$ cat src/design/lcd_command_stream_decoder_unit_assert.svh
// Assertion macros for the LCD command stream decoder.
`ifndef LCD_COMMAND_STREAM_DECODER_UNIT_ASSERT_SVH
`define LCD_COMMAND_STREAM_DECODER_UNIT_ASSERT_SVH

// Same-cycle implication, sampled on clk, off during reset.
`define LCD_ASSERT_SAME(label, ante, cons, msg) \
  label: assert property (@(posedge clk) disable iff (rst) (ante) |-> (cons)) else $error(msg);

// Next-cycle implication, sampled on clk, off during reset.
`define LCD_ASSERT_NEXT(label, ante, cons, msg) \
  label: assert property (@(posedge clk) disable iff (rst) (ante) |=> (cons)) else $error(msg);

`endif

$ cat src/design/lcdcsd_pkg.sv
// Package: codes, types and helpers of the LCD command stream decoder.
`timescale 1ns / 1ps
`default_nettype none
package lcdcsd_pkg;

  localparam int DEF_SCREEN_WIDTH  = 320;
  localparam int DEF_SCREEN_HEIGHT = 240;

  localparam int S_DATA_W = 8;
  localparam int M_DATA_W = 56;

  // stream bytes seen with no frame open
  localparam logic [7:0] BYTE_RESET  = 8'h00;
  localparam logic [7:0] BYTE_FRAME2 = 8'hFF;
  localparam logic [7:0] BYTE_FRAME6 = 8'hFE;

  localparam logic [2:0] FRAME_NONE = 3'd0;
  localparam logic [2:0] FRAME_SHORT = 3'd2;
  localparam logic [2:0] FRAME_LONG = 3'd6;

  // register codes
  localparam logic [7:0] REG_GRAM_WRITE    = 8'h22;
  localparam logic [7:0] REG_ENTRY_MODE    = 8'h03;
  localparam logic [7:0] REG_WIN_BOTTOM    = 8'h50;
  localparam logic [7:0] REG_WIN_TOP       = 8'h51;
  localparam logic [7:0] REG_WIN_RIGHT     = 8'h52;
  localparam logic [7:0] REG_WIN_LEFT      = 8'h53;
  localparam logic [7:0] REG_CURSOR_Y      = 8'h20;
  localparam logic [7:0] REG_CURSOR_X      = 8'h21;

  // entry modes
  localparam logic [15:0] MODE_XINC_YINC = 16'h1008;
  localparam logic [15:0] MODE_YINC_XDEC = 16'h1020;
  localparam logic [15:0] MODE_XDEC_YINC = 16'h1038;
  localparam logic [15:0] MODE_YDEC_XINC = 16'h1010;
  localparam logic [15:0] MODE_XINC_YDEC = 16'h1018;
  localparam logic [15:0] MODE_YINC_XINC = 16'h1000;
  localparam logic [15:0] MODE_XDEC_YDEC = 16'h1028;
  localparam logic [15:0] MODE_YDEC_XDEC = 16'h1030;
  localparam logic [15:0] MODE_RESET     = MODE_YDEC_XDEC;

  localparam logic CMD_BYTE = 1'b0;
  localparam logic CMD_STEP = 1'b1;

  typedef struct packed {
    logic known;
    logic x_first;  // x is the fast axis
    logic x_dec;
    logic y_dec;
  } entry_dir_t;

  typedef struct packed {
    logic        wrap;
    logic [15:0] pos;
  } axis_step_t;

  typedef struct packed {
    logic        pixel_valid;
    logic [15:0] pixel_x;
    logic [15:0] pixel_y;
    logic [15:0] pixel_color;
    logic        on_screen;
    logic        clear_screen;
    logic        fill_busy;
    logic        byte_refused;
    logic        bad_register;
  } result_t;

  function automatic entry_dir_t decode_mode(input logic [15:0] mode);
    entry_dir_t d;
    d = '0;
    d.known = 1'b1;
    unique case (mode)
      MODE_XINC_YINC: begin d.x_first = 1'b1; d.x_dec = 1'b0; d.y_dec = 1'b0; end
      MODE_YINC_XDEC: begin d.x_first = 1'b0; d.x_dec = 1'b1; d.y_dec = 1'b0; end
      MODE_XDEC_YINC: begin d.x_first = 1'b1; d.x_dec = 1'b1; d.y_dec = 1'b0; end
      MODE_YDEC_XINC: begin d.x_first = 1'b0; d.x_dec = 1'b0; d.y_dec = 1'b1; end
      MODE_XINC_YDEC: begin d.x_first = 1'b1; d.x_dec = 1'b0; d.y_dec = 1'b1; end
      MODE_YINC_XINC: begin d.x_first = 1'b0; d.x_dec = 1'b0; d.y_dec = 1'b0; end
      MODE_XDEC_YDEC: begin d.x_first = 1'b1; d.x_dec = 1'b1; d.y_dec = 1'b1; end
      MODE_YDEC_XDEC: begin d.x_first = 1'b0; d.x_dec = 1'b1; d.y_dec = 1'b1; end
      default:        d.known = 1'b0;
    endcase
    return d;
  endfunction

  // +/-1 with 16-bit wrap, then fold back into [lo, hi] (signed compares)
  function automatic axis_step_t step_axis(input logic [15:0] pos, input logic dec,
                                           input logic [15:0] lo, input logic [15:0] hi);
    axis_step_t r;
    logic [15:0] p;
    p = dec ? pos - 16'd1 : pos + 16'd1;
    r.wrap = 1'b1;
    if ($signed(p) > $signed(hi)) begin
      r.pos = lo;
    end else if ($signed(p) < $signed(lo)) begin
      r.pos = hi;
    end else begin
      r.pos  = p;
      r.wrap = 1'b0;
    end
    return r;
  endfunction

endpackage
`default_nettype wire

$ cat src/design/lcd_command_stream_decoder_unit.sv
// Top level: LCD command stream decoder with GRAM window address counter.
// Each result word is registered in the result register, via the skid register when stalled.
// Throughput: one input word per cycle while s_tready is high; set by the combinational decode
//   and cursor update feeding the result register, with a one-word skid that holds one word while the output stalls.
// Reset (rst, synchronous): no frame open, no run pending, full-screen window,
//   cursor at 0/0, entry mode 0x1030, output buffer empty. Frame byte store is not reset.
`timescale 1ns / 1ps
`default_nettype none
module lcd_command_stream_decoder_unit #(
  parameter int SCREEN_WIDTH  = lcdcsd_pkg::DEF_SCREEN_WIDTH,
  parameter int SCREEN_HEIGHT = lcdcsd_pkg::DEF_SCREEN_HEIGHT
) (
  input  wire logic                            clk,
  input  wire logic                            rst,
  input  wire logic                            s_tvalid,
  output logic                                 s_tready,
  input  wire logic [lcdcsd_pkg::S_DATA_W-1:0] s_tdata,   // [7:0] stream_byte
  input  wire logic                            s_tuser,   // [0] command
  output logic                                 m_tvalid,
  input  wire logic                            m_tready,
  // [15:0] pixel_x, [31:16] pixel_y, [47:32] pixel_color, [48] on_screen,
  // [49] clear_screen, [50] fill_busy, [51] byte_refused, [52] bad_register, [55:53] zero
  output logic [lcdcsd_pkg::M_DATA_W-1:0]      m_tdata,
  output logic                                 m_tuser    // [0] pixel_valid
);
  import lcdcsd_pkg::*;

  `include "lcd_command_stream_decoder_unit_assert.svh"

  localparam int          PIX_LIMIT = SCREEN_WIDTH * SCREEN_HEIGHT;
  localparam int          PIX_W     = $clog2(PIX_LIMIT + 1);
  localparam logic [31:0] LIMIT32   = 32'(PIX_LIMIT);
  localparam logic [15:0] W_LAST    = 16'(SCREEN_WIDTH - 1);
  localparam logic [15:0] H_LAST    = 16'(SCREEN_HEIGHT - 1);
  localparam logic [15:0] W_S       = 16'(SCREEN_WIDTH);
  localparam logic [15:0] H_S       = 16'(SCREEN_HEIGHT);

  // ---------------- decoder state ----------------
  logic [2:0]       frame_length, frame_length_next;
  logic [2:0]       frame_index, frame_index_next;
  logic [7:0]       frame_bytes [0:5];
  logic [7:0]       register_code, register_code_next;
  logic [15:0]      entry_mode, entry_mode_next;
  logic [15:0]      cursor_x, cursor_x_next;
  logic [15:0]      cursor_y, cursor_y_next;
  logic [15:0]      window_left, window_left_next;
  logic [15:0]      window_right, window_right_next;
  logic [15:0]      window_top, window_top_next;
  logic [15:0]      window_bottom, window_bottom_next;
  logic [PIX_W-1:0] pixels_left, pixels_left_next;
  logic [15:0]      fill_color, fill_color_next;

  // ---------------- output buffer: result register plus skid ----------------
  result_t out_word, skid_word, res;
  logic    skid_valid;

  logic push, out_free;
  logic cmd;
  logic [7:0] sbyte;

  assign cmd      = s_tuser;
  assign sbyte    = s_tdata;
  assign s_tready = !skid_valid;
  assign push     = s_tvalid && s_tready;
  assign out_free = !m_tvalid || m_tready;

  // ---------------- single-pass decode ----------------
  logic        frame_done, frame_write, emit;
  logic [2:0]  idx_inc;
  logic [15:0] data;
  logic [31:0] count, clamped;
  entry_dir_t  dir;
  axis_step_t  fast_step, slow_step;

  assign idx_inc = frame_index + 3'd1;
  assign dir     = decode_mode(entry_mode);

  // Frame contents; the closing byte arrives this cycle and is taken from the bus.
  always_comb begin
    if (frame_length == FRAME_SHORT) begin
      data  = {sbyte, frame_bytes[0]};
      count = 32'd1;
    end else begin
      data  = {frame_bytes[1], frame_bytes[0]};
      count = {sbyte, frame_bytes[4], frame_bytes[3], frame_bytes[2]};
    end
    clamped = (count > LIMIT32) ? LIMIT32 : count;
  end

  // Cursor advance: fast axis always steps, slow axis only on a fast-axis wrap.
  always_comb begin
    if (dir.x_first) begin
      fast_step = step_axis(cursor_x, dir.x_dec, window_left, window_right);
      slow_step = step_axis(cursor_y, dir.y_dec, window_top, window_bottom);
    end else begin
      fast_step = step_axis(cursor_y, dir.y_dec, window_top, window_bottom);
      slow_step = step_axis(cursor_x, dir.x_dec, window_left, window_right);
    end
  end

  always_comb begin
    frame_length_next  = frame_length;
    frame_index_next   = frame_index;
    register_code_next = register_code;
    entry_mode_next    = entry_mode;
    cursor_x_next      = cursor_x;
    cursor_y_next      = cursor_y;
    window_left_next   = window_left;
    window_right_next  = window_right;
    window_top_next    = window_top;
    window_bottom_next = window_bottom;
    pixels_left_next   = pixels_left;
    fill_color_next    = fill_color;
    frame_done         = 1'b0;
    frame_write        = 1'b0;
    emit               = 1'b0;
    res                = '0;

    priority if (cmd == CMD_STEP) begin
      if (pixels_left != '0) begin
        emit             = 1'b1;
        pixels_left_next = pixels_left - PIX_W'(1);
      end
    end else if (pixels_left != '0) begin
      res.byte_refused = 1'b1;
    end else if (frame_length != FRAME_NONE) begin
      frame_write      = 1'b1;
      frame_index_next = idx_inc;
      frame_done       = (idx_inc >= frame_length);
    end else begin
      frame_index_next = '0;
      priority case (sbyte)
        BYTE_RESET: begin
          window_left_next   = '0;
          window_right_next  = W_LAST;
          window_top_next    = '0;
          window_bottom_next = H_LAST;
          res.clear_screen   = 1'b1;
        end
        BYTE_FRAME2: frame_length_next = FRAME_SHORT;
        BYTE_FRAME6: frame_length_next = FRAME_LONG;
        default:     register_code_next = sbyte;
      endcase
    end

    if (frame_done) begin
      frame_length_next = FRAME_NONE;
      frame_index_next  = '0;
      priority case (register_code)
        REG_GRAM_WRITE: begin
          fill_color_next = data;
          if (clamped != '0) begin
            emit             = 1'b1;
            pixels_left_next = PIX_W'(clamped - 32'd1);
          end
        end
        REG_ENTRY_MODE: entry_mode_next    = data;
        REG_WIN_BOTTOM: window_bottom_next = H_LAST - data;
        REG_WIN_TOP:    window_top_next    = H_LAST - data;
        REG_WIN_RIGHT:  window_right_next  = W_LAST - data;
        REG_WIN_LEFT:   window_left_next   = W_LAST - data;
        REG_CURSOR_Y:   cursor_y_next      = H_LAST - data;
        REG_CURSOR_X:   cursor_x_next      = W_LAST - data;
        default:        res.bad_register   = 1'b1;
      endcase
    end

    if (emit) begin
      res.pixel_valid = 1'b1;
      res.pixel_x     = cursor_x;
      res.pixel_y     = cursor_y;
      res.pixel_color = fill_color_next;
      res.on_screen   = !cursor_x[15] && ($signed(cursor_x) < $signed(W_S)) &&
                        !cursor_y[15] && ($signed(cursor_y) < $signed(H_S));
      // unknown entry mode leaves the cursor in place
      if (dir.known) begin
        if (dir.x_first) begin
          cursor_x_next = fast_step.pos;
          if (fast_step.wrap) cursor_y_next = slow_step.pos;
        end else begin
          cursor_y_next = fast_step.pos;
          if (fast_step.wrap) cursor_x_next = slow_step.pos;
        end
      end
    end

    res.fill_busy = (pixels_left_next != '0);
  end

  // ---------------- state registers ----------------
  always_ff @(posedge clk) begin
    if (rst) begin
      frame_length  <= FRAME_NONE;
      frame_index   <= '0;
      register_code <= '0;
      entry_mode    <= MODE_RESET;
      cursor_x      <= '0;
      cursor_y      <= '0;
      window_left   <= '0;
      window_right  <= W_LAST;
      window_top    <= '0;
      window_bottom <= H_LAST;
      pixels_left   <= '0;
      fill_color    <= '0;
    end else if (push) begin
      frame_length  <= frame_length_next;
      frame_index   <= frame_index_next;
      register_code <= register_code_next;
      entry_mode    <= entry_mode_next;
      cursor_x      <= cursor_x_next;
      cursor_y      <= cursor_y_next;
      window_left   <= window_left_next;
      window_right  <= window_right_next;
      window_top    <= window_top_next;
      window_bottom <= window_bottom_next;
      pixels_left   <= pixels_left_next;
      fill_color    <= fill_color_next;
    end
  end

  // frame byte store, written before read, no reset
  always_ff @(posedge clk) begin
    if (push && frame_write) begin
      frame_bytes[frame_index] <= sbyte;
    end
  end

  // ---------------- output buffer ----------------
  always_ff @(posedge clk) begin
    if (rst) begin
      m_tvalid   <= 1'b0;
      skid_valid <= 1'b0;
    end else if (out_free) begin
      m_tvalid   <= skid_valid || push;
      skid_valid <= 1'b0;
    end else if (push) begin
      skid_valid <= 1'b1;
    end
  end

  always_ff @(posedge clk) begin
    if (out_free) begin
      out_word <= skid_valid ? skid_word : res;
    end else if (push) begin
      skid_word <= res;
    end
  end

  assign m_tuser = out_word.pixel_valid;
  assign m_tdata = {3'b000, out_word.bad_register, out_word.byte_refused,
                    out_word.fill_busy, out_word.clear_screen, out_word.on_screen,
                    out_word.pixel_color, out_word.pixel_y, out_word.pixel_x};

  // ---------------- assertions ----------------
  `LCD_ASSERT_SAME(a_skid_behind_out, skid_valid, m_tvalid, "skid word without result word")
  `LCD_ASSERT_NEXT(a_busy_means_run, push && res.fill_busy, pixels_left != '0, "fill_busy but no run")
  `LCD_ASSERT_SAME(a_frame_index_range, frame_length != FRAME_NONE, frame_index < frame_length, "frame index past frame length")

endmodule
`default_nettype wire
$ cat config.mk
export PLATFORM = sky130hd
export DESIGN_NAME = lcd_command_stream_decoder_unit
export DESIGN_NICKNAME = d
export VERILOG_FILES = /design/src/design/lcdcsd_pkg.sv /design/src/design/lcd_command_stream_decoder_unit.sv
export VERILOG_INCLUDE_DIRS = /design/src /design/src/design
export SDC_FILE = /design/constraint.sdc
export NUM_CORES = 1
export LEC_CHECK = 0
export BUFFER_PORTS_ARGS = -buffer_cell sky130_fd_sc_hd__buf_2
export CAP_MARGIN = 10
export CORE_MARGIN = 3
export CORE_UTILIZATION = 45
export CTS_CLUSTER_DIAMETER = 200
export DETAILED_ROUTE_END_ITERATION = 12
export SETUP_SLACK_MARGIN = 0.05
export SLEW_MARGIN = 5
export SYNTH_ARGS = -nofsm -noshare
export SYNTH_HDL_FRONTEND = slang
export SYNTH_SLANG_ARGS = --single-unit
$ cat constraint.sdc
create_clock -name clk -period 14.7 [get_ports clk]
set_clock_uncertainty 0.15 [all_clocks]
set_input_delay 2.94 -clock clk [delete_from_list [all_inputs] [get_ports clk]]
set_output_delay 2.94 -clock clk [all_outputs]
set_load 0.05 [all_outputs]
==> impl_metrics.env <==
export IMPL_critical_path_class="primary input to register"
export IMPL_yosys_warnings=0
export IMPL_io_pins=72
export IMPL_slew_headroom_pct=21.1
export IMPL_syn2layout_area_growth_pct=12.0
export IMPL_cp_arrival_ps=8400
export IMPL_finalCritPeriodShare_pct=55.3
export IMPL_ys_seq_elements=308
export IMPL_postSynthCellCount=1812
export IMPL_clkSinkCount=308
export IMPL_vdd_drop_max_mv=0.172
export IMPL_p_per_area_nw_per_um2=192
export IMPL_cp_end_kind="register"
export IMPL_min_period_ps=8130
export IMPL_numCtsBuffers=36
export IMPL_clock_path_buffers=3
export IMPL_synth_distinct_cells=84
export IMPL_dp_hpwl_um=35200
export IMPL_dr_first_iter_drc_count=1326
export IMPL_tightest_slew_ps=1180
export IMPL_wirelength_um=48700
export IMPL_rr_worst_depth=21
export IMPL_status="finished clean"
export IMPL_cp_start_kind="primary input"
export IMPL_hold_class="register to register"
export IMPL_final_cell_count_no_fill=2394
export IMPL_max_freq_mhz=123
export IMPL_ctsRootBufferMaster="clkbuf_16"
export IMPL_clkSlewWorstSetupHoldPaths_ps=60
export IMPL_start_util_pct=46.2
export IMPL_n_fill_cell=3446
export IMPL_wl_met1_um=22600
export IMPL_tns_ps=0
export IMPL_postRouteAntennaNets=0
export IMPL_dr_pass1_iters=6
export IMPL_cap_viol_max_count=0
export IMPL_die_area_um2=40500
export IMPL_syn_avg_cell_area_um2=9.47
export IMPL_vias=14053
export IMPL_synthArstFlopShare_pct=0
export IMPL_antenna_cells=0
export IMPL_setup_viol=0
export IMPL_final_area_um2=19200
export IMPL_postCtsSetupRepairBufs=0
export IMPL_placed_area_um2=18000
export IMPL_nets=1976
export IMPL_drc_errors=0
export IMPL_grt_pass1_wl_um=76900
export IMPL_rrSetupSlack_ps=6600
export IMPL_die_h_um=201
export IMPL_synth_edf_count=148
export IMPL_grt_pass1_vias=13311
export IMPL_path_max_fanout=37
export IMPL_synth_seq_area_share_pct=44.6
export IMPL_place_congestion=0.907
export IMPL_cts_resized=0
export IMPL_hold_depth=2
export IMPL_fp_dieW_um=201
export IMPL_cts_hold_fix_buffers=0
export IMPL_htreeDepth=2
export IMPL_dr_wl_met2_um=22000
export IMPL_synth_ff_type="dfxtp_1"
export IMPL_routed_top_layer="met4"
export IMPL_portBuffers=68
export IMPL_setup_ws_ps=6570
export IMPL_antenna_found_initial=0
export IMPL_clk_latency_ps=550
export IMPL_layout_drive_gt1_share_pct=13.1
export IMPL_grt_remaining_overflow=0
export IMPL_slew_viol_final=0
export IMPL_hold_viol_final=0
export IMPL_met3_length_um=2970
export IMPL_required_ps=14970
export IMPL_syn_cell_area_um2=17200
export IMPL_grt_max_degree=75
export IMPL_grt_usage_pct=23.6
export IMPL_routed_via_density=5.87
export IMPL_coreArea_um2=37100
export IMPL_power_leakage_nw=7.42
export IMPL_rsz0062_at_grt="no"
export IMPL_placedCellCount=2328
export IMPL_fin_util_pct=51.8
export IMPL_wire_per_inst_um=20.4
export IMPL_tritoncts="yes"
export IMPL_pre_cts_ws_ps=6080
export IMPL_row_count=70
[layout by cell type, fill, tap and decap left out, drive strengths merged, types with 6 or more instances in the layout]
cell type and count:
nor2 221, dfxtp 160, edfxtp 148, a21oi 142, nand2 133, ha 99
buf 99, inv 94, o21ai 90, mux2 53, mux2i 50, a22oi 49
a211oi 43, clkbuf 41, xnor2 40, and2 39, nor3 37, nand3 33
nor4 21, nand4 20, a21o 19, xor2 17, o31ai 16, clkinv 16
o21a 13, a311oi 13, nand2b 13, or3 12, or4 12, and3 10
nor2b 10, or2 10, o21bai 8, o211ai 8, a22o 8, and4 7
a31oi 7, o22ai 6
[critical path: stages]
cell and delay [ps]:
buf_2 160, nor4_1 500, nand4_1 470, a211oi_1 360
buf_4 230, nand2_1 100, ha_1 220, o221a_2 140
nor2_2 520, nor2_2 40, buf_4 250, inv_1 710
nand3_1 410, nor2_1 980, o211a_1 280, nor3_1 50
[cells in the mapped netlist, types with 6 or more instances]
library cell	instances	share of area [%]
a21oi_1	142	4.1
and3_1	10	0.36
a21o_1	19	0.83
o22ai_1	6	0.22
inv_1	91	2.0
buf_2	9	0.26
o21ai_0	82	2.4
a211oi_1	43	1.9
o211ai_1	8	0.35
a31oi_1	7	0.26
or3_1	12	0.44
o31ai_1	15	0.66
xnor2_1	40	2.0
mux2i_1	50	2.9
edfxtp_1	148	26
a22o_1	8	0.41
xor2_1	17	0.87
nor4_1	20	0.73
or2_2	7	0.26
dfxtp_1	160	19
nor2b_1	10	0.36
nor2_1	218	4.8
nand3_1	33	0.96
nand4_1	20	0.73
nor3_1	33	0.96
and2_1	38	1.4
mux2_2	52	3.4
and4_1	7	0.36
or4_1	10	0.44
o21bai_1	8	0.35
nand2b_1	12	0.44
a311oi_1	13	0.66
nand2_1	133	2.9
clkbuf_1	71	1.6
ha_1	99	7.2
o21a_1	13	0.57
a22oi_1	49	2.1
[cell type report]
type                            count  area [um2]  share of cell area (%)
Inverter                           92         345                    1.80
Sequential cell                   308        7650                    39.8
Multi-Input combinational cell   1325        8840                    46.0
Timing Repair Buffer               99         576                    2.99
Tap cell                          504         631                    3.28
Clock inverter                     25         238                    1.24
Clock buffer                       41         951                    4.94
[routing by layer]
metal  GRT usage, %  vias up
li1               -     6765
met1           34.3     6742
met2           36.5      469
met3           3.59       77
met4           6.98        0
met5              0        -
[state kept, by name (all words and copies together) (netlist names)]
signal,count
m_tuser,1
frame_bytes,40
cursor_x,16
window_right,16
window_bottom,16
fill_color,16
skid_word,54
pixels_left,17
window_left,16
skid_valid,1
register_code,8
frame_index,3
m_tvalid,1
frame_length,2
m_tdata,53
cursor_y,16
window_top,16
entry_mode,16
[path summary, 6_finish.rpt]
check / endpoint / start
max: cursor_y[12] / s_tdata[2]
min: fill_color[1] / fill_color[1]
max reg2reg: cursor_x[15] / entry_mode[0]
min reg2reg: fill_color[1] / fill_color[1]
[cell families (layout without fill, tap and decap cells)]
kind of cell / after synthesis / count (layout) / synth area share [%]
AOI/OAI and AO/OA: 468 / 468 / 17.8
xor gates and xnor gates: 57 / 57 / 2.91
adders and majority gates: 101 / 101 / 7.45
buffers and inverters: 181 / 257 / 4.16
DFF: 308 / 308 / 44.6
muxes: 103 / 103 / 6.41
other: 1 / 3 / 0.0218
and+or+nand+nor: 593 / 593 / 16.7
[metrics by stage]
stage	hold slack, ps	total power [mW]
after global routing	324	3.96
after CTS	306	3.70
after global placement	290	2.75
after floorplan	282	2.34
after detailed placement	298	2.78
final	306	3.70
[power breakdown]
group	switching [mW]	internal, mW	total (mW)
Sequential	0.0545	0.957	1.01
Combinational	1.10	0.688	1.78
Clock	0.367	0.537	0.905
Total	1.52	2.18	3.70
Note: power is estimated with default switching activity, not from simulation.
